$ cat src/hdl/hpcc_pkg.sv
// ============================================================================
// hpcc_pkg - shared types, constants and helpers of the high-pass cross filter
// Sizes of the window, line store and output queue, register indexes, and the
// clamping rules that turn raw register values into the working kernel and width.
// ============================================================================
package hpcc_pkg;

  localparam int MAX_KERNEL = 7;
  localparam int MAX_WIDTH  = 1024;

  localparam int NCH     = 3;                        // color channels per pixel
  localparam int CH_W    = 8;
  localparam int COL_W   = $clog2(MAX_WIDTH);
  localparam int ROW_W   = $clog2(MAX_KERNEL);
  localparam int ROW_MAX = MAX_KERNEL - 1;
  localparam int IDX_W   = $clog2(MAX_KERNEL);
  localparam int TOP_K   = (MAX_KERNEL - 1) | 1;
  localparam int MAX_P   = TOP_K / 2;
  localparam int P_W     = $clog2(MAX_P + 1);
  localparam int K_W     = $clog2(TOP_K + 1) + 1;
  localparam int KS_W    = 3;                        // kernel_size register
  localparam int LW_W    = 11;                       // line_width register
  localparam int SUM_W   = CH_W + 2;                 // four taps per arm step
  localparam int CW_MAX  = 2 * MAX_P * (MAX_P + 1);  // largest center weight
  localparam int CW_W    = $clog2(CW_MAX + 1);
  localparam int ACC_W   = CH_W + CW_W + 2;
  localparam int OUT_DEPTH = 8;                      // power of two
  localparam int PTR_W   = $clog2(OUT_DEPTH);
  localparam int CNT_W   = $clog2(OUT_DEPTH + 1);

  // APB
  localparam int ADDR_W = 4;
  localparam int DATA_W = 32;
  localparam int RIDX_W = ADDR_W - 2;
  localparam logic [RIDX_W-1:0] REG_KERNEL_SIZE = RIDX_W'(0);
  localparam logic [RIDX_W-1:0] REG_LINE_WIDTH  = RIDX_W'(1);
  localparam logic [RIDX_W-1:0] REG_COLOR_MODE  = RIDX_W'(2);

  localparam logic [KS_W-1:0] KS_RESET = KS_W'(3);
  localparam logic [LW_W-1:0] LW_RESET = LW_W'(1024);

  typedef logic [CH_W-1:0]             pix_t;
  typedef pix_t [NCH-1:0]              px3_t;
  typedef px3_t [MAX_KERNEL-1:0][MAX_KERNEL-1:0] win_t;    // [row][col]
  typedef pix_t [MAX_KERNEL-1:0][MAX_KERNEL-1:0] chwin_t;
  typedef px3_t [MAX_KERNEL-2:0]       lrow_t;             // one column of rows

  typedef struct packed {
    logic [K_W-1:0]  k;
    logic [P_W-1:0]  p;
    logic [LW_W-1:0] width;
  } cfg_t;

  typedef struct packed {
    logic vld;
    logic last;
  } wstat_t;

  typedef struct packed {
    pix_t c0;
    pix_t c1;
    pix_t c2;
    logic last;
  } out_t;

  function automatic logic [K_W-1:0] eff_k(input logic [KS_W-1:0] ks);
    logic [K_W-1:0] k;
    k = K_W'(ks);
    if (k < K_W'(3)) k = K_W'(3);
    if (!k[0]) k = k - K_W'(1);
    if (k > K_W'(TOP_K)) k = K_W'(TOP_K);
    return k;
  endfunction

  function automatic logic [LW_W-1:0] eff_w(input logic [LW_W-1:0] lw);
    logic [LW_W-1:0] w;
    w = lw;
    if (w < LW_W'(3)) w = LW_W'(3);
    if (32'(w) > MAX_WIDTH) w = LW_W'(MAX_WIDTH);
    return w;
  endfunction

endpackage

$ cat src/hdl/hpcc_lane.sv
// ============================================================================
// hpcc_lane - cross high-pass filter for one channel
// Stage one adds the four taps at each arm distance, stage two applies the
// weights, subtracts from the weighted center and clamps to 0..255.
// ============================================================================
module hpcc_lane (
  input  logic                       clk_i,
  input  hpcc_pkg::chwin_t           win_i,
  input  logic [hpcc_pkg::P_W-1:0]   p_i,
  output hpcc_pkg::pix_t             res_o
);

  logic [hpcc_pkg::MAX_P-1:0][hpcc_pkg::SUM_W-1:0] sum_d, sum_q;
  hpcc_pkg::pix_t ctr_d, ctr_q, res_q;
  hpcc_pkg::pix_t res_d;

  always_comb begin
    logic [hpcc_pkg::IDX_W-1:0] c, up, dn;
    c     = hpcc_pkg::IDX_W'(p_i);
    ctr_d = win_i[c][c];
    for (int d = 1; d <= hpcc_pkg::MAX_P; d++) begin
      up         = hpcc_pkg::IDX_W'(32'(p_i) + 32'(d));
      dn         = hpcc_pkg::IDX_W'(32'(p_i) - 32'(d));
      sum_d[d-1] = '0;
      if (32'(d) <= 32'(p_i)) begin
        sum_d[d-1] = hpcc_pkg::SUM_W'(win_i[up][c]) + hpcc_pkg::SUM_W'(win_i[dn][c]) +
                     hpcc_pkg::SUM_W'(win_i[c][up]) + hpcc_pkg::SUM_W'(win_i[c][dn]);
      end
    end
  end

  always_comb begin
    logic [hpcc_pkg::CW_W-1:0]  cw;
    logic [hpcc_pkg::ACC_W-1:0] pos, neg, diff;
    cw  = hpcc_pkg::CW_W'(32'd2 * 32'(p_i) * (32'(p_i) + 32'd1));
    pos = hpcc_pkg::ACC_W'(ctr_q) * hpcc_pkg::ACC_W'(cw);
    neg = '0;
    for (int d = 1; d <= hpcc_pkg::MAX_P; d++) begin
      if (32'(d) <= 32'(p_i)) begin
        neg = neg + hpcc_pkg::ACC_W'(sum_q[d-1]) *
                    hpcc_pkg::ACC_W'(32'(p_i) - 32'(d) + 32'd1);
      end
    end
    diff = pos - neg;
    if (neg > pos) begin
      res_d = '0;
    end else if (diff > hpcc_pkg::ACC_W'(255)) begin
      res_d = hpcc_pkg::pix_t'(255);
    end else begin
      res_d = diff[hpcc_pkg::CH_W-1:0];
    end
  end

  always_ff @(posedge clk_i) begin
    sum_q <= sum_d;
    ctr_q <= ctr_d;
    res_q <= res_d;
  end

  assign res_o = res_q;

endmodule

$ cat config.mk
export PLATFORM = sky130hd
export DESIGN_NAME = hpcc_lane
export DESIGN_NICKNAME = d
export VERILOG_FILES = /design/src/hdl/hpcc_pkg.sv /design/src/hdl/hpcc_lane.sv
export SDC_FILE = /design/constraint.sdc
export NUM_CORES = 1
export LEC_CHECK = 0
export BUFFER_PORTS_ARGS = -buffer_cell sky130_fd_sc_hd__buf_2
export CAP_MARGIN = 15
export CORE_ASPECT_RATIO = 1.75
export CORE_MARGIN = 5
export CORE_UTILIZATION = 40
export CTS_BUF_LIST = sky130_fd_sc_hd__clkbuf_2
export DETAILED_ROUTE_END_ITERATION = 10
export HOLD_SLACK_MARGIN = 0.12
export PLACE_DENSITY = 0.73
export SLEW_MARGIN = 20
export SYNTH_ARGS = -nofsm -noshare
export SYNTH_HDL_FRONTEND = slang
export SYNTH_SLANG_ARGS = --single-unit
$ cat constraint.sdc
create_clock -name clk_i -period 16.3 [get_ports clk_i]
set_input_delay 1.63 -clock clk_i [delete_from_list [all_inputs] [get_ports clk_i]]
set_output_delay 1.63 -clock clk_i [all_outputs]
set_load 0.01 [all_outputs]
# Word-level counts from Yosys, hierarchy flattened
# Index checks and enable logic that the tools add are counted.
[word_totals] regBits=46 inputBits=395 output_inout_bits=8
[classes] n_addsub=21 n_mul=5 order_cmp=12 muxes=44
[op_table] operator="binary-select mux 56 bit (select 3 bit)" count=6
[op_table] operator="2-to-1 mux 32 bit" count=6
[op_table] operator="binary-select mux 8 bit (select 3 bit)" count=6
[op_table] operator="binary-select mux 56 bit (select 2 bit)" count=1
[op_table] operator="binary-select mux 8 bit (select 2 bit)" count=7
[op_table] operator="2-to-1 mux 8 bit" count=14
[op_table] operator="2-to-1 mux 56 bit" count=1
[op_table] operator="multiplier 11 x 4 -> 15 bit" count=3
[op_table] operator="2-to-1 mux 15 bit" count=3
[op_table] operator="adder 10 x 8 -> 10 bit" count=3
[op_table] operator="adder 15 bit" count=2
[op_table] operator="adder 9 x 8 -> 10 bit" count=3
[op_table] operator="adder 8 x 8 -> 9 bit" count=3
[op_table] operator="< comparator 3 x 4 -> 1 bit (second input constant)" count=6
[op_table] operator="> comparator 15 x 13 -> 1 bit" count=1
[op_table] operator="> comparator 15 x 8 -> 1 bit (second input constant)" count=1
[op_table] operator="subtractor 13 x 15 -> 15 bit" count=1
[op_table] operator="adder 3 x 2 -> 4 bit (second input constant)" count=3
[op_table] operator="multiplier 8 x 4 -> 12 bit" count=1
[op_table] operator="adder 2 x 2 -> 3 bit (second input constant)" count=2
[op_table] operator="subtractor 2 x 2 -> 3 bit (second input constant)" count=2
[op_table] operator="less-or-equal comparator 2 bit (first input constant)" count=2
[op_table] operator="< comparator 2 x 4 -> 1 bit (second input constant)" count=1
[op_table] operator="multiplier 2 x 3 -> 4 bit" count=1
[op_table] operator="3 further kinds" count=3

# Logic depth before layout (Yosys ltp)
# Gate-level depths: netlist of run 1.
[depth] ltp_word=11 ltp_mapped=56 ltp_nobuf=49

# Worst setup path after synthesis of run 1
# No wires, ideal clock.
[synth_path] path_kind="input-to-reg" startpoint="input port p_i[0] in the netlist's numbering" endpoint="register res_q[0] (netlist: res_o[0])" setup_time_ns=0.143 t_arrival_ns=13.907 t_required_ns=16.157 slack_ns=2.250 stages=51 n_path_buf=7 cell_sequence="clkbuf_1 -> clkbuf_1 -> clkinv_1 -> clkbuf_1 -> clkbuf_1 -> ha_1 -> clkbuf_1 -> clkbuf_1 -> clkbuf_1 -> xor2_1 -> nand2_1 -> fa_1 -> fa_1 -> inv_1 -> fa_1 -> ha_1 -> inv_1 -> fa_1 -> (+15 left out) -> ha_1 -> inv_1 -> fa_1 -> fa_1 -> inv_1 -> ha_1 -> xnor2_1 -> mux2i_1 -> ha_1 -> and4_1 -> a21oi_1 -> o21ai_0 -> a31oi_1 -> o21ai_1 -> xnor2_1 -> o2111ai_1 -> nor4_4 -> a211oi_1"
[synth_between] elab_chain_cells=11
[synth_rtl] element="from (decl)" line="hpcc_lane.sv:9" rtl="input logic [hpcc_pkg::P_W-1:0] p_i,"
[synth_rtl] element="subtractor 2 x 1 -> 3 bit" line="hpcc_lane.sv:41" rtl="hpcc_pkg::ACC_W'(32'(p_i) - 32'(d) + 32'd1);"
[synth_rtl] element="adder 3 x 2 -> 4 bit" line="hpcc_lane.sv:41"
[synth_rtl] element="multiplier 11 x 4 -> 15 bit" line="hpcc_lane.sv:40" rtl="neg = neg + hpcc_pkg::ACC_W'(sum_q[d-1]) *"
[synth_rtl] element="2-to-1 mux 15 bit" line="hpcc_lane.sv:39" rtl="if (32'(d) <= 32'(p_i)) begin"
[synth_rtl] element="adder 15 bit" line="hpcc_lane.sv:40"
[synth_rtl] element="2-to-1 mux 15 bit" line="hpcc_lane.sv:39"
[synth_rtl] element="adder 15 bit" line="hpcc_lane.sv:40"
[synth_rtl] element="2-to-1 mux 15 bit" line="hpcc_lane.sv:39"
[synth_rtl] element="subtractor 13 x 15 -> 15 bit" line="hpcc_lane.sv:44" rtl="diff = pos - neg;"
[synth_rtl] element="> comparator 15 x 8 -> 1 bit" line="hpcc_lane.sv:47" rtl="end else if (diff > hpcc_pkg::ACC_W'(255)) begin"
[synth_rtl] element="2-to-1 mux 8 bit" line="hpcc_lane.sv:47"
[synth_rtl] element="to (signal assigned)" line="hpcc_lane.sv:57" rtl="res_q <= res_d;"
[synth_rtl] element="to (decl)" line="hpcc_lane.sv:14" rtl="hpcc_pkg::pix_t ctr_d, ctr_q, res_q;"
# Several ways; a longest one is shown, not always the timed one.
# A chain may end at the register's enable or synchronous reset.

# Worst setup path in the final report of run 1
[layout_path] startpoint="input port p_i[0] in the netlist's numbering" endpoint="register res_q[1] (netlist: res_o[1])"
# Same word-level chain as after synthesis.

==> results.cfg, run 1 <==
[final_layout]
layout-drive-gt1-share = 0.248
area_delta_synth_final_pct = 12.3
finish.utilization = 0.454
finalNetCount = 2603

[timing]
max_freq_mhz = 69.9
finalHoldViolCount = 0
relSlewSlack = 0.358
timing.final.max_slew_violations = 0
worst_pin_slew_ps = 964
fin_crit_ps = 14300
finalSetupTns_ps = 0
clock_skew_ps = 44.5
period_share = 0.877
rsz0062_at_grt = no
setup_violations = 0

[global_routing]
grt_pass1_vias = 14585
gr-total-overflow = 0
grt_pass1_wl_um = 74000
grtUsageTotal = 0.223
grt_max_degree = 130
antenna_found_initial = 6

[clock_tree]
cts_root_buf = clkbuf_2
clock_latency_ps = 550
cts-htree-levels = 2
cts_buffers = 5
postCtsSetupBuffers = 0
clock-sinks = 46
cts_tree = done
cts_hold_buffers = 0
clk_pin_slew_worst_paths_ps = 250
post_cts_resized = 0
clock_path_buffers = 2

[worst_setup_path]
start_kind = input port
critPathRequiredTime_ps = 16700
path_class = in -> reg
reg2reg_depth = 41
worst_path_max_delay_cell = xnor2_1
slowest_delay_ps = 570
critPathMaxFanout = 53
arrival_ps = 14700
crit_top_cell = fa_1
crit_path_end_kind = flip-flop

[die]
start_util = 0.405
die_h_um = 266
die_w_um = 156
num_rows = 93
num_io_pins = 403
core_um2 = 36900
die_area_um2 = 41400

[synthesis]
synth_warnings = 0
syn_avg_cell_area_um2 = 8.69
ys.flop_type = dfxtp_1
netlist_area_um2 = 14900
ys_ff_latch = 46
yosysUniqueCellTypes = 66
synth_edf_count = 0
ys_seq_area_frac = 0.0617
synthesis.instances = 1718
syn_nets = 2396
synthArstFlopShare = 0

[placement]
io_buffers = 282
place.gp.congestion = 0.918
dp_hpwl_um = 39400

[detailed_routing]
ant_nets = 0
wl_per_cell_um = 19.3
firstDrtPassIters = 9
vias = 13694
drt-initial-drc-count = 717
vias_per_cell = 5.69
drc = 0
wl_um = 46500

[worst_hold_path]
hp-class = reg -> reg
worstHoldPathCells = 5

[status]
status = finished clean

[job]
max_cap_violations = 0
## critical path: cells and delay by family
| family | cells | cell delay, ps |
|---|---|---|
| adders and majority gates | 15 | 5720 |
| buffers and inverters | 10 | 1850 |
| xor gates and xnor gates | 4 | 990 |
| AOI/OAI and AO/OA | 9 | 2070 |
| muxes | 1 | 330 |
| and+or+nand+nor | 8 | 2080 |
## worst paths after layout
check	from	end	slack, ps
worst max register to register	sum_q[0]	res_o[1]	5050
worst min register to register	ctr_q[1]	res_o[3]	1180
worst min-delay path	ctr_q[1]	res_o[3]	1180
worst max-delay path	p_i[0]	res_o[1]	2000
## synth_stat cells, types with 3 or more instances
library cell / number / area [µm²]
a221oi_1: 34 / 298
o211ai_1: 13 / 97.6
or2_2: 6 / 37.5
nor4_1: 3 / 18.8
mux4_2: 100 / 2250
xnor2_1: 43 / 377
o21bai_1: 15 / 113
nand3_1: 7 / 35.0
a211oi_1: 20 / 150
clkbuf_1: 71 / 267
or3_1: 3 / 18.8
a21oi_1: 115 / 576
xor2_1: 15 / 131
o2111ai_1: 4 / 35.0
o21ai_0: 88 / 440
buf_1: 13 / 48.8
a31o_2: 3 / 26.3
mux2i_1: 55 / 551
o21a_1: 5 / 37.5
dfxtp_1: 46 / 921
and2_1: 50 / 313
a22oi_1: 8 / 60.1
buf_2: 12 / 60.1
ha_1: 153 / 1910
a21o_1: 22 / 165
nand2b_1: 26 / 163
nand2_1: 168 / 631
nor2b_1: 29 / 181
mux2_2: 50 / 563
fa_1: 130 / 2600
nor3_1: 31 / 155
inv_1: 218 / 818
and4_1: 4 / 35.0
nor2_1: 111 / 417
and3_1: 10 / 62.6
## per-stage QoR
step | instances | worst slack (ps) | area, µm² | hold WS (ps)
6_report | 2405 | 2000 | 16800 | 1180
5_1_grt | 2405 | 1220 | 16800 | 1230
4_1_cts | 2401 | 2100 | 16700 | 1170
3_5_place_dp | 2393 | 1470 | 16700 | 1140
3_3_place_gp | 2393 | 1740 | 16700 | 1110
2_1_floorplan | 1718 | 2250 | 14900 | 852
## logic make-up (layout without fill, tap and decap cells)
group | Yosys count | after routing | share of synthesized area
other | 0 | 4 | 0
AND/OR/NAND/NOR | 456 | 456 | 0.144
buffers and inverters | 319 | 527 | 0.0824
flip-flops | 46 | 46 | 0.0617
AO/OA/AOI/OAI | 351 | 351 | 0.150
multiplexers | 205 | 205 | 0.226
XOR/XNOR | 58 | 58 | 0.0340
adder cells (fa/ha/maj) | 283 | 283 | 0.303
## state kept, by name, summed over array words and instances (netlist names)
name   cells
sum_q     30
res_o      8
ctr_q      8
## metal layers
metal,up-vias,routed length [µm],track usage
met1,6603,15600,0.230
met4,2,3840,0.155
met3,120,2100,0.0184
met2,545,25000,0.416
met5,-,7,0
li1,6424,-,-
## layout by cell type (no fill, tap or decap), drive strengths merged, types with 4 or more instances in the layout
cell and n:
buf 298, inv 221, nand2 168, ha 153, fa 130, a21oi 115, nor2 111, mux4 100
o21ai 89, mux2i 55, and2 50, mux2 50, dfxtp 46, xnor2 43, a221oi 34, nor3 31
nor2b 29, nand2b 26, a21o 22, a211oi 20, xor2 15, o21bai 15, o211ai 13, and3 10
a22oi 8, nand3 7, or2 6, o21a 5, clkbuf 5, diode 4, o2111ai 4, and4 4
or3 4, nor4 4
## area by class of cell
class / instances / area (µm²)
antenna: 4 / 10.0
clock buffer: 5 / 25.0
clock inverter: 3 / 22.5
fill: 3516 / 20100
inverter: 221 / 830
multi-input combinational: 1353 / 12800
sequential: 46 / 921
tap: 475 / 594
timing repair buffer: 298 / 1560
Power of run 1 is left out: the tool's default activity adds up to more than one toggle a clock period on the data nets, which glitch-free logic cannot reach.
==> run 2: changes to the inputs <==
- CTS_BUF_LIST: sky130_fd_sc_hd__clkbuf_2 -> default
- CTS_CLUSTER_SIZE: default -> 24
- RECOVER_POWER: default -> 25
==> results.cfg, run 2 (synthesis results as in run 1) <==
[timing]
finalHoldViolCount = 0
timing.final.max_slew_violations = 130
worst_pin_slew_ps = 7010
worst_slack_ps = 1840
setup_violations = 0
relSlewSlack = -3.67
fin_crit_ps = 14460
hold-worst-slack_ps = 1160
finalSetupTns_ps = 0
clock_skew_ps = 8.98
max_freq_mhz = 69.2
period_share = 0.887
rsz0062_at_grt = no

[worst_setup_path]
cpLargestDelayFamily = adder cells
arrival_ps = 14620
critPathBufInv = 10
worst_path_max_delay_cell = xnor2_1
slowest_delay_ps = 580
crit_path_end_kind = flip-flop
critPathMaxFanout = 53
critPathRequiredTime_ps = 16460
start_kind = input port
path_class = in -> reg
crit_top_cell = fa_1

[die]
die_area_um2 = 41400
num_rows = 93
die_w_um = 156
num_io_pins = 403
die_h_um = 266
start_util = 0.405
core_um2 = 36900

[final_layout]
final_common_cell = buf_2
finalNetCount = 2603
final_cell_mix = buf_2 (272), inv_1 (218), nand2_1 (168)
largest_reg_flops = 30
area_delta_synth_final_pct = 12.7
final_cell_area_um2 = 16800
largest_register = sum_q
layout-drive-gt1-share = 0.243

[status]
violations = max-capacitance violations, max-slew violations
status = finished, violations left

[global_routing]
grt_pass1_wl_um = 74100
antenna_found_initial = 5
gr-total-overflow = 0
grt_max_degree = 130
grtUsageTotal = 0.223
grt_pass1_vias = 14595

[placement]
place_area_um2 = 16700
place.gp.congestion = 0.918
io_buffers = 282
dp_hpwl_um = 39400
place_ws_ps = 1470

[detailed_routing]
vias_per_cell = 5.74
firstDrtPassIters = 6
drc = 0
ant_nets = 0
wl_per_cell_um = 19.4
wl_um = 46600
drt-initial-drc-count = 727
vias = 13798

[clock_tree]
cts-htree-levels = 2
postCtsSetupBuffers = 0
clock-sinks = 46
cts_tree = done
post_cts_resized = 0
clock_path_buffers = 2
clk_pin_slew_worst_paths_ps = 70
cts_hold_buffers = 0
clock_latency_ps = 310
cts_root_buf = clkbuf_16
cts_buffers = 5

[worst_hold_path]
hp-class = reg -> reg

[job]
max_cap_violations = 1
-- run 2: cell count changes in the layout (fill, tap and decap cells not counted) --
cell       delta
buf_12        -1
diode_2       -1
buf_2         -8
clkbuf_16     +5
clkbuf_1      +9
clkbuf_2      -5
-- run 2: through the flow --
step	util	std cells
after floorplan	-	1718
after detailed placement	0.453	2393
final	0.456	2404
after global routing	0.456	2404
after CTS	0.457	2401
after global placement	0.453	2393
-- run 2: area by class of cell --
| class | count | area (µm²) |
|---|---|---|
| diodes | 3 | 7.51 |
| clock buffers | 5 | 125 |
| clock inverters | 3 | 22.5 |
| fillers | 3503 | 20100 |
| inverters | 221 | 830 |
| multi-input cells | 1353 | 12800 |
| flip-flops and latches | 46 | 921 |
| well taps | 475 | 594 |
| repair buffers | 298 | 1530 |
-- run 2: final timing paths --
| check | startpoint | endpoint | slack [ps] | depth (start not counted) |
|---|---|---|---|---|
| worst max-delay path | p_i[0] | res_o[1] | 1840 | 47 |
| worst min-delay path | ctr_q[1] | res_o[3] | 1160 | 5 |
| worst max register to register | sum_q[0] | res_o[1] | 5150 | 41 |
| worst min register to register | ctr_q[1] | res_o[3] | 1160 | 5 |
-- run 2: routing by layer --
layer	track usage	up-vias	share of wire
li1	-	6424	-
met1	0.231	6645	0.33
met2	0.416	596	0.54
met3	0.0194	131	0.048
met4	0.157	2	0.083
met5	0	-	0.00015
-- run 2: worst min-delay path, stage by stage, from the launching register on --
cell and delay, ps:
dfxtp_1 350, and2_1 140, ha_1 140, ha_1 190, xnor2_1 190, a211oi_1 90
Power of run 2 is left out for the same reason.
