[config.mk]
export PLATFORM = sky130hd
export DESIGN_NAME = hpcc_merge_flat
export DESIGN_NICKNAME = d
export VERILOG_FILES = /design/src/hdl/hpcc_pkg.sv /design/src/hdl/hpcc_if.sv /design/src/hdl/hpcc_merge.sv /design/src/flat_wrapper.sv
export SDC_FILE = /design/constraint.sdc
export NUM_CORES = 1
export LEC_CHECK = 0
export BUFFER_PORTS_ARGS = -buffer_cell sky130_fd_sc_hd__buf_2
export CELL_PAD_IN_SITES_DETAIL_PLACEMENT = 0
export CELL_PAD_IN_SITES_GLOBAL_PLACEMENT = 2
export CORE_ASPECT_RATIO = 0.5
export CORE_MARGIN = 3
export CORE_UTILIZATION = 40
export DETAILED_ROUTE_END_ITERATION = 16
export PLACE_DENSITY = 0.73
export SLEW_MARGIN = 30
export SYNTH_ARGS = -nofsm -noshare
export SYNTH_HDL_FRONTEND = slang
export SYNTH_SLANG_ARGS = --single-unit
[constraint.sdc]
create_clock -name clk_i -period 3.4 [get_ports clk_i]
set_input_delay 0.34 -clock clk_i [delete_from_list [all_inputs] [get_ports clk_i]]
set_output_delay 0.34 -clock clk_i [all_outputs]
set_load 0.005 [all_outputs]
[src/hdl/hpcc_pkg.sv]
// ============================================================================
// hpcc_pkg - shared types, constants and helpers of the high-pass cross filter
// Sizes of the window, line store and output queue, register indexes, and the
// clamping rules that turn raw register values into the working kernel and width.
// ============================================================================
package hpcc_pkg;

  localparam int MAX_KERNEL = 7;
  localparam int MAX_WIDTH  = 1024;

  localparam int NCH     = 3;                        // color channels per pixel
  localparam int CH_W    = 8;
  localparam int COL_W   = $clog2(MAX_WIDTH);
  localparam int ROW_W   = $clog2(MAX_KERNEL);
  localparam int ROW_MAX = MAX_KERNEL - 1;
  localparam int IDX_W   = $clog2(MAX_KERNEL);
  localparam int TOP_K   = (MAX_KERNEL - 1) | 1;
  localparam int MAX_P   = TOP_K / 2;
  localparam int P_W     = $clog2(MAX_P + 1);
  localparam int K_W     = $clog2(TOP_K + 1) + 1;
  localparam int KS_W    = 3;                        // kernel_size register
  localparam int LW_W    = 11;                       // line_width register
  localparam int SUM_W   = CH_W + 2;                 // four taps per arm step
  localparam int CW_MAX  = 2 * MAX_P * (MAX_P + 1);  // largest center weight
  localparam int CW_W    = $clog2(CW_MAX + 1);
  localparam int ACC_W   = CH_W + CW_W + 2;
  localparam int OUT_DEPTH = 8;                      // power of two
  localparam int PTR_W   = $clog2(OUT_DEPTH);
  localparam int CNT_W   = $clog2(OUT_DEPTH + 1);

  // APB
  localparam int ADDR_W = 4;
  localparam int DATA_W = 32;
  localparam int RIDX_W = ADDR_W - 2;
  localparam logic [RIDX_W-1:0] REG_KERNEL_SIZE = RIDX_W'(0);
  localparam logic [RIDX_W-1:0] REG_LINE_WIDTH  = RIDX_W'(1);
  localparam logic [RIDX_W-1:0] REG_COLOR_MODE  = RIDX_W'(2);

  localparam logic [KS_W-1:0] KS_RESET = KS_W'(3);
  localparam logic [LW_W-1:0] LW_RESET = LW_W'(1024);

  typedef logic [CH_W-1:0]             pix_t;
  typedef pix_t [NCH-1:0]              px3_t;
  typedef px3_t [MAX_KERNEL-1:0][MAX_KERNEL-1:0] win_t;    // [row][col]
  typedef pix_t [MAX_KERNEL-1:0][MAX_KERNEL-1:0] chwin_t;
  typedef px3_t [MAX_KERNEL-2:0]       lrow_t;             // one column of rows

  typedef struct packed {
    logic [K_W-1:0]  k;
    logic [P_W-1:0]  p;
    logic [LW_W-1:0] width;
  } cfg_t;

  typedef struct packed {
    logic vld;
    logic last;
  } wstat_t;

  typedef struct packed {
    pix_t c0;
    pix_t c1;
    pix_t c2;
    logic last;
  } out_t;

  function automatic logic [K_W-1:0] eff_k(input logic [KS_W-1:0] ks);
    logic [K_W-1:0] k;
    k = K_W'(ks);
    if (k < K_W'(3)) k = K_W'(3);
    if (!k[0]) k = k - K_W'(1);
    if (k > K_W'(TOP_K)) k = K_W'(TOP_K);
    return k;
  endfunction

  function automatic logic [LW_W-1:0] eff_w(input logic [LW_W-1:0] lw);
    logic [LW_W-1:0] w;
    w = lw;
    if (w < LW_W'(3)) w = LW_W'(3);
    if (32'(w) > MAX_WIDTH) w = LW_W'(MAX_WIDTH);
    return w;
  endfunction

endpackage

[src/hdl/hpcc_if.sv]


interface hpcc_out_if;
  logic              valid;
  logic              ready;
  hpcc_pkg::pix_t    chan0_out;
  hpcc_pkg::pix_t    chan1_out;
  hpcc_pkg::pix_t    chan2_out;
  logic              row_last;

  modport source (output valid, chan0_out, chan1_out, chan2_out, row_last, input ready);
  modport sink   (input valid, chan0_out, chan1_out, chan2_out, row_last, output ready);
endinterface

[src/hdl/hpcc_merge.sv]
// ============================================================================
// hpcc_merge - joins the lane results into result items and queues them
// Aligns row_last with the lanes, zeros the color lanes in gray mode, and
// grants pixel requests only while the queue has room for all in flight.
// ============================================================================
module hpcc_merge (
  input  logic                                   clk_i,
  input  logic                                   rst_ni,
  input  logic                                   issue_i,
  input  hpcc_pkg::wstat_t                       stat_i,
  input  hpcc_pkg::pix_t [hpcc_pkg::NCH-1:0]     res_i,
  input  logic                                   color_i,
  output logic                                   ready_o,
  hpcc_out_if.source                             res_o
);

  logic [1:0] vld_q, last_q;
  logic       push, pop;

  hpcc_pkg::out_t             fifo_q [hpcc_pkg::OUT_DEPTH];
  hpcc_pkg::out_t             entry;
  logic [hpcc_pkg::PTR_W-1:0] wr_ptr_q, rd_ptr_q;
  logic [hpcc_pkg::CNT_W-1:0] cnt_q, cnt_d, pend_q, pend_d;

  assign push = vld_q[1];
  assign pop  = res_o.valid && res_o.ready;

  always_comb begin
    entry.c0   = res_i[0];
    entry.c1   = color_i ? res_i[1] : '0;
    entry.c2   = color_i ? res_i[2] : '0;
    entry.last = last_q[1];
  end

  // room for every queued result and every one still in the pipeline
  assign ready_o = (hpcc_pkg::CNT_W+1)'(cnt_q) + (hpcc_pkg::CNT_W+1)'(pend_q)
                   < (hpcc_pkg::CNT_W+1)'(hpcc_pkg::OUT_DEPTH);

  assign cnt_d  = cnt_q + hpcc_pkg::CNT_W'(push) - hpcc_pkg::CNT_W'(pop);
  assign pend_d = pend_q + hpcc_pkg::CNT_W'(issue_i) - hpcc_pkg::CNT_W'(push);

  always_ff @(posedge clk_i) begin
    last_q <= {last_q[0], stat_i.last};
    if (push) begin
      fifo_q[wr_ptr_q] <= entry;
    end
  end

  always_ff @(posedge clk_i or negedge rst_ni) begin
    if (!rst_ni) begin
      vld_q    <= '0;
      wr_ptr_q <= '0;
      rd_ptr_q <= '0;
      cnt_q    <= '0;
      pend_q   <= '0;
    end else begin
      vld_q  <= {vld_q[0], stat_i.vld};
      cnt_q  <= cnt_d;
      pend_q <= pend_d;
      if (push) wr_ptr_q <= wr_ptr_q + hpcc_pkg::PTR_W'(1);
      if (pop)  rd_ptr_q <= rd_ptr_q + hpcc_pkg::PTR_W'(1);
    end
  end

  assign res_o.valid     = cnt_q != '0;
  assign res_o.chan0_out = fifo_q[rd_ptr_q].c0;
  assign res_o.chan1_out = fifo_q[rd_ptr_q].c1;
  assign res_o.chan2_out = fifo_q[rd_ptr_q].c2;
  assign res_o.row_last  = fifo_q[rd_ptr_q].last;

endmodule

[src/flat_wrapper.sv]
// flat-port wrapper written by rule: the top's interface ports become plain ports
module hpcc_merge_flat 
  (clk_i, rst_ni, issue_i, stat_i, res_i, color_i, ready_o, res_o_valid, res_o_chan0_out, res_o_chan1_out, res_o_chan2_out, res_o_row_last, res_o_ready);
  hpcc_out_if res_o_i ();
  input  logic clk_i;
  input  logic rst_ni;
  input  logic issue_i;
  input  hpcc_pkg::wstat_t stat_i;
  input  hpcc_pkg::pix_t [hpcc_pkg::NCH-1:0] res_i;
  input  logic color_i;
  output logic ready_o;
  output wire logic [$bits(res_o_i.valid)-1:0] res_o_valid;
  output wire logic [$bits(res_o_i.chan0_out)-1:0] res_o_chan0_out;
  output wire logic [$bits(res_o_i.chan1_out)-1:0] res_o_chan1_out;
  output wire logic [$bits(res_o_i.chan2_out)-1:0] res_o_chan2_out;
  output wire logic [$bits(res_o_i.row_last)-1:0] res_o_row_last;
  input wire logic [$bits(res_o_i.ready)-1:0] res_o_ready;
  assign res_o_valid = res_o_i.valid;
  assign res_o_chan0_out = res_o_i.chan0_out;
  assign res_o_chan1_out = res_o_i.chan1_out;
  assign res_o_chan2_out = res_o_i.chan2_out;
  assign res_o_row_last = res_o_i.row_last;
  assign res_o_i.ready = res_o_ready;
  hpcc_merge u_core (.clk_i(clk_i), .rst_ni(rst_ni), .issue_i(issue_i), .stat_i(stat_i), .res_i(res_i), .color_i(color_i), .ready_o(ready_o), .res_o(res_o_i));
endmodule
# Yosys cells after proc, flatten, opt, wreduce, memory -nomap -nowiden
# Memories as Yosys holds them, arrays and structs flattened.
# Index checks and enable logic that the tools add are counted.
dict set report totals {
  reg_bits 18
  ramBits 200
  in_bits 31
  out_inout_bits 27
  elab_cells 21
  memories 1
}
dict set report classes {
  n_addsub 7
  magnitude_cmp 1
  muxes 4
  n_reduce_logical 2
}
# name words width read_ports rd_ports_with_merged_regs wr line_no
set memory_table {}
lappend memory_table {u_core.fifo_q 8 25 1 0 1 hpcc_merge.sv:20} ;# hpcc_pkg::out_t fifo_q [hpcc_pkg::OUT_DEPTH];
# operator n
set op_table {}
lappend op_table {{2-to-1 mux 8 bit} 2}
lappend op_table {{adder 4 x 1 -> 4 bit} 2}
lappend op_table {{subtractor 4 x 1 -> 4 bit} 2}
lappend op_table {{adder 3 x 1 -> 3 bit, second input constant} 2}
lappend op_table {{adder 4 x 4 -> 5 bit} 1}
lappend op_table {{less-than comparator 5 x 4 -> 1 bit, second input constant} 1}
lappend op_table {{nonzero test 4 bit} 1}
lappend op_table {{2-to-1 mux 1 bit} 2}
lappend op_table {{logical AND 1 bit} 1}

# Logic depth before layout (Yosys ltp)
# Gate-level depths: netlist (run 1).
dict set report depth {
  word_depth 3
  ltp_mapped 11
  depth_no_buf 11
}

# Worst setup path after synthesis (run 1)
# OpenSTA, ideal clock, no wires.
dict set report synth_timing {
  path_type {flip-flop to flip-flop}
  startpoint {register u_core.wr_ptr_q[1] (netlist name)}
  endpoint {memory u_core.fifo_q[0][0] (netlist name), enable pin}
  t_arrival_ns 2.313
  required_time_ns 2.962
  slack_ns 0.649
  path_stages_with_launch 3
  path_buffers 0
  period_less_slack_ns 2.751
  cell_sequence {dfrtp_1 > nand2b_1 > nor3_1}
}
# element line_no
set synth_rtl {}
lappend synth_rtl {{from (decl)} hpcc_merge.sv:22} ;# logic [hpcc_pkg::PTR_W-1:0] wr_ptr_q, rd_ptr_q;
lappend synth_rtl {{from (signal assigned)} hpcc_merge.sv:60} ;# if (push) wr_ptr_q <= wr_ptr_q + hpcc_pkg::PTR_W'(1);
lappend synth_rtl {{to (decl)} hpcc_merge.sv:20}
# No word-level cell before the write port.

# Worst setup path after layout (run 1)
dict set report layout_timing {
  startpoint {register u_core.rd_ptr_q[2] (netlist name)}
  endpoint {output res_o_chan1_out[4]}
}
dict set report layout_between {
  elab_chain_len 1
}
# element line_no
set layout_lines {}
lappend layout_lines {{from (decl)} hpcc_merge.sv:22}
lappend layout_lines {{from (signal assigned)} hpcc_merge.sv:61} ;# if (pop) rd_ptr_q <= rd_ptr_q + hpcc_pkg::PTR_W'(1);
lappend layout_lines {{memory (8 x 25 bit)} -}
lappend layout_lines {{to (decl)} flat_wrapper.sv:14} ;# output wire logic [$bits(res_o_i.chan1_out)-1:0] res_o_chan1_out;
# Every way passes these cells.

==> results.md, run 1 <==
- Status: completed
- Worst ir drop on vdd: around 0.32 mV
- Initial Util: about two fifths
- Design area: 10100 um^2
- Worst hold path cell count: 2
- Final Hold Fails: 0
- Power Internal: 5.86 mW
- Yosys cell types: 24
- Cells after Synth: around 400
- Initial DRC count: 237
- Design Power: 8.18 mW
- Syn_nets: approximately 440
- Routed vias: 3875
- Reg2Reg Depth: 11
- Root Driver: clkbuf_16
- Placement Rows: 37
- Min-delay worst type: input pin to flip-flop
- Worst skew pair latency: 0.50 ns
- Final std cells w/o fill: 778
- Drt pass-1 iters: 4
- Reg2reg setup slack: 0.92 ns
- Worst setup EP type: output pin
- Post-synthesis sequential area ratio: 73.7%
- Unrepaired setup endpoints after global routing: no
- Yosys warning count: 0
- GRT Util Overall: between 10 and 15%
- Largest net degree at the start of global routing: 53
- Post-CTS setup buffer count: 0
- Proportion of layout cells with a drive suffix above 1: 28.5%
- H-tree levels: 1
- PD cells: 808 nW/um^2
- CTS max path bufs: 3
- Number of remaining DRC errors: 0
- Setup TNS Final: 0 ns
- Antenna Nets Post-Route: 0
- Cell total after placement: 738
- Port bufs: 57
- CP arrival: 2.42 ns
- Total gr overflow: 0
- Multiplexer share of the synthesized area: 18.5%
- Mapped Area: 8740 um^2
- Die span in y: 111 um
- LEAKAGE: between 3 and 4 nW
- Final period utilization: 81.2%
- Multi-input logic area: 2190 um^2
- Post-synthesis average cell area: 22.4 um^2
- CTS tree: done
- Logic gate share of total power: 29.4%
- Min Tclk post-route: 2.76 ns
- Max-Slew Margin vs Limit: between 50% and 60%
- Placed inst area: 9460 um^2
- Slew Limit Fails: 0
- Switching Share: 28.3%
- Clock power share: 26.5%
- Hpwl dp: 8950 um
- Clock sink count: 218
- RR Endpoint: u_core.cnt_q[2]$_DFF_PN0_
- Total wire length: roughly 16000 um
- Final net count: 519
- Largest family of logic cells by synthesized area: multiplexers
- WS Path Type: flip-flop to output pin
- Boundary Pins: 58
- Synth Area in Simple Gates: 2.06%
- Area of the core: 21000 um^2
- Worst-path fanout max: 25
- Max Clock Freq: between 300 and 400 MHz
- Commonest cells after routing, fill and taps aside: edfxtp_1 (200), buf_2 (57), mux4_1 (49)
- Crit path from: u_core.rd_ptr_q[2]$_DFFE_PN0P_
- Sequential cell area: 6450 um^2
- P&R area growth vs syn: 15.8%
- Routed WL per cell: 21.0 um
- Gpl congestion: 0.654
- Net Sw Power: between 2 and 2.5 mW
- Clk slew on worst S/H paths: approximately 0.06 ns
- First-pass GRT wire length: about 25000 um
- CP endpoint: res_o_chan1_out[4]
- Reg power frac: 44.1%
- Clk_skew: 0.00776 ns
- Vias in the first global route: 4149
- Post-CTS Hold Buffers: 3
- Routed vias/inst: ~5.0
- CP required: 3.06 ns
- FILL cells: 1757
- Synth Register Bits: between 200 and 250
- FF-to-FF Start: u_core.cnt_q[2]$_DFF_PN0_
- Antenna violations before repair: 0
- Die area: 23800 um^2
- CTS resizes: 0
- Worst slew pin tran: 0.638 ns
- Commonest non-fill, non-tap cell in the layout: edfxtp_1
- Number of CTS-inserted buffers: 21
- Synth Area in Adders: under 10%
- Worst setup SP type: flip-flop
- Final setup vio count: 0
- Max-cap violations: 0
- Post-synthesis compound-gate area fraction: 0.487%
- XOR/XNOR share of the synthesized area: 0.902%
- Die Wd: 215 um
-- metal layers --
metal | GRT usage, % | share of wire, % | vias to the layer above
li1 | - | - | 1788
met1 | 20.7 | 49 | 1997
met2 | 21.8 | 46 | 67
met3 | 2.36 | 3.1 | 23
met4 | 3.43 | 1.9 | 0
met5 | 0 | 0 | -
-- how the worst min path moves through the flow --
| stage | start | to | slack (ns) |
|---|---|---|---|
| floorplan | rst_ni | u_core.cnt_q[0]$_DFF_PN0_ | 0.04 |
| global placement | rst_ni | u_core.pend_q[2]$_DFF_PN0_ | 0.27 |
| detailed placement | rst_ni | u_core.pend_q[2]$_DFF_PN0_ | 0.29 |
| CTS | issue_i | u_core.pend_q[0]$_DFF_PN0_ | 0.08 |
| global route | issue_i | u_core.pend_q[0]$_DFF_PN0_ | 0.09 |
| finish | issue_i | u_core.pend_q[0]$_DFF_PN0_ | 0.1 |
-- power by group through the flow --
stage | clock, mW | sequential [mW] | combinational (mW)
after floorplan | 0 | 3.56 | 1.71
after global placement | 0 | 3.65 | 2.46
after detailed placement | 0 | 3.67 | 2.47
after CTS | 2.22 | 3.61 | 2.49
after global routing | 2.33 | 3.66 | 2.65
final | 2.17 | 3.60 | 2.40
-- state kept, by name (all words and copies together) (netlist names) --
signal	count
u_core.fifo_q	200
u_core.rd_ptr_q	3
u_core.vld_q	2
u_core.pend_q	4
u_core.last_q	2
u_core.cnt_q	4
u_core.wr_ptr_q	3
-- worst max-delay path, stage by stage (launching register included) --
cell and delay [ns]:
dfrtp_2 0.78, buf_4 0.37, mux4_1 0.34, mux2_2 0.30
buf_2 0.13
-- cell families (layout without fill, tap and decap cells) --
logic type                 count (synthesis)  in the layout
DFF                                      218            218
muxes                                     77             77
and+or+nand+nor                           33             33
buffers and inverters                     32            126
adders and majority gates                 16             16
xor gates and xnor gates                   9              9
AOI/OAI and AO/OA                          6              6
other                                      0              1
-- stage by stage --
step	setup WS, ns	util (%)	hold slack, ns
6_report	0.641	48.1	0.0964
5_1_grt	0.522	48.1	0.0867
4_1_cts	0.590	48.1	0.0788
3_5_place_dp	0.929	45.0	0.286
3_3_place_gp	0.973	45.0	0.274
2_1_floorplan	0.649	-	0.0444
-- Yosys cell counts --
library cell	instances	share of area, %
or3b_2	1	0.10
dfxtp_1	2	0.46
dfrtp_1	16	4.6
nand2_1	4	0.17
mux4_2	1	0.26
mux2_2	27	3.5
inv_1	16	0.69
a21o_1	2	0.17
buf_6	6	0.77
nor3_1	2	0.11
a21oi_1	2	0.11
ha_1	14	2.0
a31o_2	1	0.10
xor2_1	2	0.20
a2111oi_0	1	0.10
nor2_1	6	0.26
clkbuf_1	10	0.43
and2_1	16	1.1
mux4_1	49	15
edfxtp_1	200	69
xnor2_1	7	0.70
fa_1	2	0.46
nand2b_1	3	0.21
nand3_1	1	0.057
-- final cells by class --
type                    count  share of cell area (%)
diodes                      1                  0.0247
clock buffers              27                    5.42
clock inverters             9                   0.754
inverters                  16                   0.593
multi-input cells         141                    21.6
flip-flops and latches    218                    63.7
well taps                 292                    3.61
repair buffers             74                    4.28
No activity file was read; power rests on OpenSTA's default activity.
==> run 2, diff against run 1 <==
clock period = 2.8 ns   (was 3.4 ns; I/O delays follow)
==> run 2 against run 1 <==
  * Worst hold slack lost 0.047 ns
  * Clock skew grew 0.011 ns
  * Non-clock buffer count shrank 2
  * Setup slack lost 0.48 ns
  * Register-to-register slack lost 0.58 ns
  * Design area grew 1.4%
  * Sequential power grew 22%
  * Critical path type unchanged
  * Critical endpoint is now res_o_chan1_out[7]
  * Largest cell class unchanged
  * Largest power group unchanged
==> results.md, run 2 (synthesis results as in run 1) <==
- Status: completed
- N_diodes: 0 (-1)
- Proportion of layout cells with a drive suffix above 1: 29.4% (+0.95 points)
- Max Clock Freq: 380 MHz
- Initial Util: 41.6% (unchanged)
- Gpl congestion: 0.659 (+0.83%)
- Port bufs: 57 (unchanged)
- Antenna violations before repair: 0 (unchanged)
- CP required: 2.52 ns (-0.54 ns)
- Boundary Pins: 58 (unchanged)
- Worst path max stage delay: 0.59 ns (-0.19 ns)
- Root Driver: clkbuf_16
- Slew Limit Fails: 0 (unchanged)
- Largest net degree at the start of global routing: 37 (-30%)
- Slowest CP cell: mux4_1
- Routed vias/inst: 4.99 (+0.28%)
- Post-CTS setup buffer count: 0 (unchanged)
- CP arrival: 2.35 ns (-0.07 ns)
- Top reg by flops: u_core.fifo_q
- Commonest non-fill, non-tap cell in the layout: edfxtp_1
- Design Power: 10.2 mW (+25%)
- WS Path Type: flip-flop to output pin
- H-tree levels: 1 (unchanged)
- Min-delay worst type: input pin to flip-flop
- First-pass GRT wire length: 24800 um (-2.4%)
- Dpl ws: 0.350 ns (-0.579 ns)
- Hpwl dp: 9000 um (+0.57%)
- Area of the core: 21000 um^2 (unchanged)
- Worst setup SP type: flip-flop
- Worst-path fanout max: 31 (+24%)
- CTS max path bufs: 3 (unchanged)
- Final Util: 48.8% (+0.66 points)
- Clock sink count: 218 (unchanged)
- Setup TNS Final: 0 ns (unchanged)
- Final Hold Fails: 0 (unchanged)
- Initial DRC count: 212 (-11%)
- Max reg flops: 200 (unchanged)
- Commonest cells after routing, fill and taps aside: edfxtp_1 (200), buf_2 (57), mux4_1 (49)
- LEAKAGE: 3.66 nW (+1.6%)
- Hold WS: 0.0499 ns (-0.0466 ns)
- Worst ir drop on vdd: 0.397 mV (+24%)
- Number of CTS-inserted buffers: 20 (-4.8%)
- Max-cap violations: 0 (unchanged)
- Final period utilization: a little over nine tenths
- Clk slew on worst S/H paths: 0.07 ns (about the same)
- Cells along the critical path: buf_12, mux4_1, mux2_2, buf_2
- PnR worst setup slack: 0.166 ns (-0.475 ns)
- Placement Rows: 37 (unchanged)
- Largest regs: u_core.fifo_q: 200 flops, u_core.cnt_q: 4 flops, u_core.pend_q: 4 flops
- Vias in the first global route: 3990 (-3.8%)
- Max-Slew Margin vs Limit: 66.7% (+9.2 points)
- Worst slew pin tran: 0.499 ns (-0.139 ns)
- Final net count: 516 (-0.58%)
- Total wire length: 16100 um (-1.3%)
- Min Tclk post-route: 2.63 ns
- Die span in y: 111 um (unchanged)
- Routed WL per cell: 20.8 um (-0.93%)
- Final setup vio count: 0 (unchanged)
- PD cells: 998 nW/um^2 (+24%)
- Routed vias: 3871 (-0.10%)
- Worst setup EP type: output pin
- Total gr overflow: 0 (unchanged)
- Drt pass-1 iters: 4 (unchanged)
- Die area: 23800 um^2 (unchanged)
- Unrepaired setup endpoints after global routing: no
- GRT Util Overall: 13.7% (-0.25 points)
- Clk_skew: 0.0185 ns (+0.0107 ns)
- Antenna Nets Post-Route: 0 (unchanged)
- Die Wd: 215 um (unchanged)
- P&R area growth vs syn: 17.3%
- Worst skew pair latency: 0.50 ns (about the same)
- CTS tree: done
- Number of remaining DRC errors: 0 (unchanged)
## run 2: per-layer routing
layer  wire length (um)  vias to the layer above  GRT usage, %
met2               7400                       54          21.4
met4                224                        0          2.55
met1               7950                     2020          20.5
met5                  0                        -             0
met3                558                       16          2.61
li1                   -                     1781             -
## run 2: worst max-delay path: cells and delay by family, from the launching register on
kind     cells  cell delay, ns
mux          2            0.89
buf+inv      2            0.40
flops        1            0.57
## run 2: path summary, 6_finish.rpt
path	start	to	slack, ns	depth (start not counted)
setup / recovery	u_core.rd_ptr_q[0]$_DFFE_PN0P_	res_o_chan1_out[7]	0.17	4
hold reg to reg	u_core.last_q[0]$_DFF_P_	u_core.last_q[1]$_DFF_P_	0.33	0
hold / removal	issue_i	u_core.pend_q[0]$_DFF_PN0_	0.05	2
setup reg to reg	u_core.cnt_q[2]$_DFF_PN0_	u_core.cnt_q[2]$_DFF_PN0_	0.34	11
min in group asynchronous	rst_ni	u_core.pend_q[1]$_DFF_PN0_	0.25	2
max in group asynchronous	rst_ni	u_core.rd_ptr_q[0]$_DFFE_PN0P_	2.24	2
## run 2: area by class of cell
type / instances / area [um^2]
multi-input combinational: 141 / 2190
inverter: 16 / 60.1
clock inverter: 8 / 125
clock buffer: 28 / 591
tap: 292 / 365
timing repair buffer: 72 / 480
fill: 1728 / 10800
sequential: 218 / 6450
## run 2: per-stage QoR
stage	cell area, um^2	cells
3_3_place_gp	9510	736
3_5_place_dp	9510	736
2_1_floorplan	8740	391
6_report	10300	775
4_1_cts	10300	775
5_1_grt	10300	775
## run 2: power by group
part / switching [mW] / total (mW) / leakage (nW) / internal [mW]
Sequential: 0.261 / 4.39 / 2.04 / 4.13
Combinational: 1.38 / 2.93 / 1.27 / 1.55
Clock: 1.16 / 2.92 / 0.355 / 1.75
## run 2: timing repair
action	4_1_cts	5_1_grt
resized for setup	0	1
hold buffers	3	0
hold endpoints to repair	18	0
endpoints found under the setup margin	0	1
==> run 3, diff against run 2 <==
clock period = 2.6 ns   (was 2.8 ns; I/O delays follow)
==> run 3 against run 2 <==
  * Clock skew grew 0.0018 ns
  * Die area is the same
  * Via count shrank 0.83%
  * Combinational power grew 7.2%
  * Setup slack lost 0.076 ns
  * Register-to-register slack lost 0.17 ns
  * Total power grew 2.7%
  * Clock power shrank 8.2%
  * Sequential share of layout area grew 0.89 points
  * Flip-flop and latch count is the same
  * Largest power group unchanged
==> results.md, run 3 (synthesis results as in run 1) <==
- Status: completed
- Cell total after placement: 738 (+0.27%)
- Clock sink count: 218 (unchanged)
- Max Clock Freq: 398 MHz
- H-tree levels: 1 (unchanged)
- Worst-path fanout max: 52 (+68%)
- Final net count: 519 (+0.58%)
- LEAKAGE: 3.61 nW (-1.5%)
- Multi-input logic area: 2170 um^2 (-0.80%)
- Hpwl dp: 8590 um (-4.5%)
- Final period utilization: 96.6%
- Reg2reg setup slack: 0.17 ns (-0.17 ns)
- Die area: 23800 um^2 (unchanged)
- Gpl congestion: 0.646 (-2.1%)
- WS Path Type: flip-flop to output pin
- Final Util: 48.1% (-0.70 points)
- GRT Util Overall: 13.2% (-0.55 points)
- Setup TNS Final: 0 ns (unchanged)
- Worst setup EP type: output pin
- Hold WS: 0.0394 ns (-0.0105 ns)
- Antenna violations before repair: 1 (+1)
- Final Hold Fails: 0 (unchanged)
- Max-cap violations: 0 (unchanged)
- Worst setup SP type: flip-flop
- Routed vias/inst: 4.95 (-0.83%)
- Placement Rows: 37 (unchanged)
- Worst skew pair latency: 0.50 ns (about the same)
- Largest net degree at the start of global routing: 53 (+43%)
- Die span in y: 111 um (unchanged)
- Commonest non-fill, non-tap cell in the layout: edfxtp_1
- CTS tree: done
- Area of the core: 21000 um^2 (unchanged)
- Total gr overflow: 0 (unchanged)
- Antenna Nets Post-Route: 0 (unchanged)
- HP Start: res_i[2]
- Root Driver: clkbuf_16
- RR Endpoint: u_core.cnt_q[2]$_DFF_PN0_
- Clk_skew: 0.0203 ns (+0.00182 ns)
- Slew Limit Fails: 0 (unchanged)
- Post-CTS setup buffer count: 0 (unchanged)
- CTS max path bufs: 3 (unchanged)
- Largest regs: u_core.fifo_q: 200 flops, u_core.cnt_q: 4 flops, u_core.pend_q: 4 flops
- Final std cells w/o fill: 775 (unchanged)
- Max reg flops: 200 (unchanged)
- Design area: 10100 um^2 (-1.4%)
- Final setup vio count: 0 (unchanged)
- Reg2Reg Depth: 11 (unchanged)
- Crit path from: u_core.rd_ptr_q[0]$_DFFE_PN0P_
- Worst slew pin tran: 0.787 ns (+0.288 ns)
- First-pass GRT wire length: 24100 um (-2.7%)
- Vias in the first global route: 4104 (+2.9%)
- Commonest cells after routing, fill and taps aside: edfxtp_1 (200), buf_2 (57), mux4_1 (49)
- Hold Path End: u_core.fifo_q[1][19]$_DFFE_PP_
- Min Tclk post-route: 2.51 ns
- Number of CTS-inserted buffers: 20 (unchanged)
- Routed WL per cell: 19.9 um (-4.5%)
- Number of remaining DRC errors: 0 (unchanged)
- Proportion of layout cells with a drive suffix above 1: 28.4% (-0.98 points)
- PD cells: 1040 nW/um^2 (+4.2%)
- Die Wd: 215 um (unchanged)
- Total wire length: 15400 um (-4.5%)
- Initial Util: 41.6% (unchanged)
- Worst ir drop on vdd: 0.500 mV (+26%)
- CP arrival: 2.25 ns (-0.10 ns)
- Routed vias: 3839 (-0.83%)
- Drt pass-1 iters: 4 (unchanged)
- Max-Slew Margin vs Limit: 47.5% (-19 points)
- Min-delay worst type: input pin to flip-flop
- Initial DRC count: 200 (-5.7%)
- CP required: 2.34 ns (-0.18 ns)
- Clk slew on worst S/H paths: 0.06 ns (about the same)
- Top reg by flops: u_core.fifo_q
- Placed inst area: 9470 um^2 (-0.42%)
- FILL cells: 1751 (+1.3%)
- FF-to-FF Start: u_core.cnt_q[2]$_DFF_PN0_
- P&R area growth vs syn: 15.7%
- Port bufs: 57 (unchanged)
- Worst hold path cell count: 1 (-1)
- Unrepaired setup endpoints after global routing: no
- Boundary Pins: 58 (unchanged)
- Sequential cell area: 6450 um^2 (about the same)
[run 3: changes by cell type in the layout (fill, tap and decap cells not counted), sizes merged]
cell         before  now
bufinv            3    1
clkinv            5    7
diode             0    1
dlygate4sd3       3    4
clkinvlp          0    1
buf              69   71
clkbuf           28   23
[run 3: layout make-up]
type | count | share of cell area [%]
Antenna cell | 1 | 0.0247
Clock buffer | 23 | 5.06
Clock inverter | 9 | 0.792
Inverter | 16 | 0.594
Multi-Input combinational cell | 141 | 21.4
Sequential cell | 218 | 63.8
Tap cell | 292 | 3.61
Timing Repair Buffer | 75 | 4.70
[run 3: metrics by stage]
step	setup WS [ns]	total power [mW]
after CTS	0.0477	10.7
final	0.0894	10.5
after floorplan	0.270	6.90
after global routing	0.000725	11.2
after global placement	0.176	7.99
after detailed placement	0.159	8.01
[run 3: per-layer routing]
metal	share of wire (%)	vias to the layer above	global-route usage, %
li1	-	1781	-
met4	1.6	2	2.81
met5	0.045	-	0
met1	47	1972	19.6
met2	46	65	20.0
met3	4.8	19	3.11
[run 3: how the worst max path moves through the flow]
stage                                 to  slack [ns]  cells after the start
2_1_floorplan  u_core.cnt_q[2]$_DFF_PN0_        0.27                     11
3_3_place_gp   u_core.cnt_q[2]$_DFF_PN0_        0.18                     11
3_5_place_dp   u_core.cnt_q[1]$_DFF_PN0_        0.16                     11
4_1_cts               res_o_chan1_out[7]        0.05                      4
5_1_grt               res_o_chan2_out[7]      0.0007                      4
6_report              res_o_chan1_out[4]        0.09                      4
[run 3: worst max-delay path: stages, from the launching register on]
cell,delay (ns)
dfrtp_2,0.39
buf_16,0.30
mux4_1,0.61
mux2_2,0.29
buf_2,0.13
[run 3: what timing repair did]
| item | CTS | global route |
|---|---|---|
| hold buffers | 4 | 0 |
| endpoints found under the hold margin | 19 | 0 |
| resized for setup | 0 | 1 |
| setup endpoints to repair | 0 | 1 |
[run 3: power by group]
group / internal (mW) / switching (mW) / total [mW]
registers: 4.44 / 0.254 / 4.70
clock network: 1.51 / 1.17 / 2.68
logic: 1.66 / 1.48 / 3.14
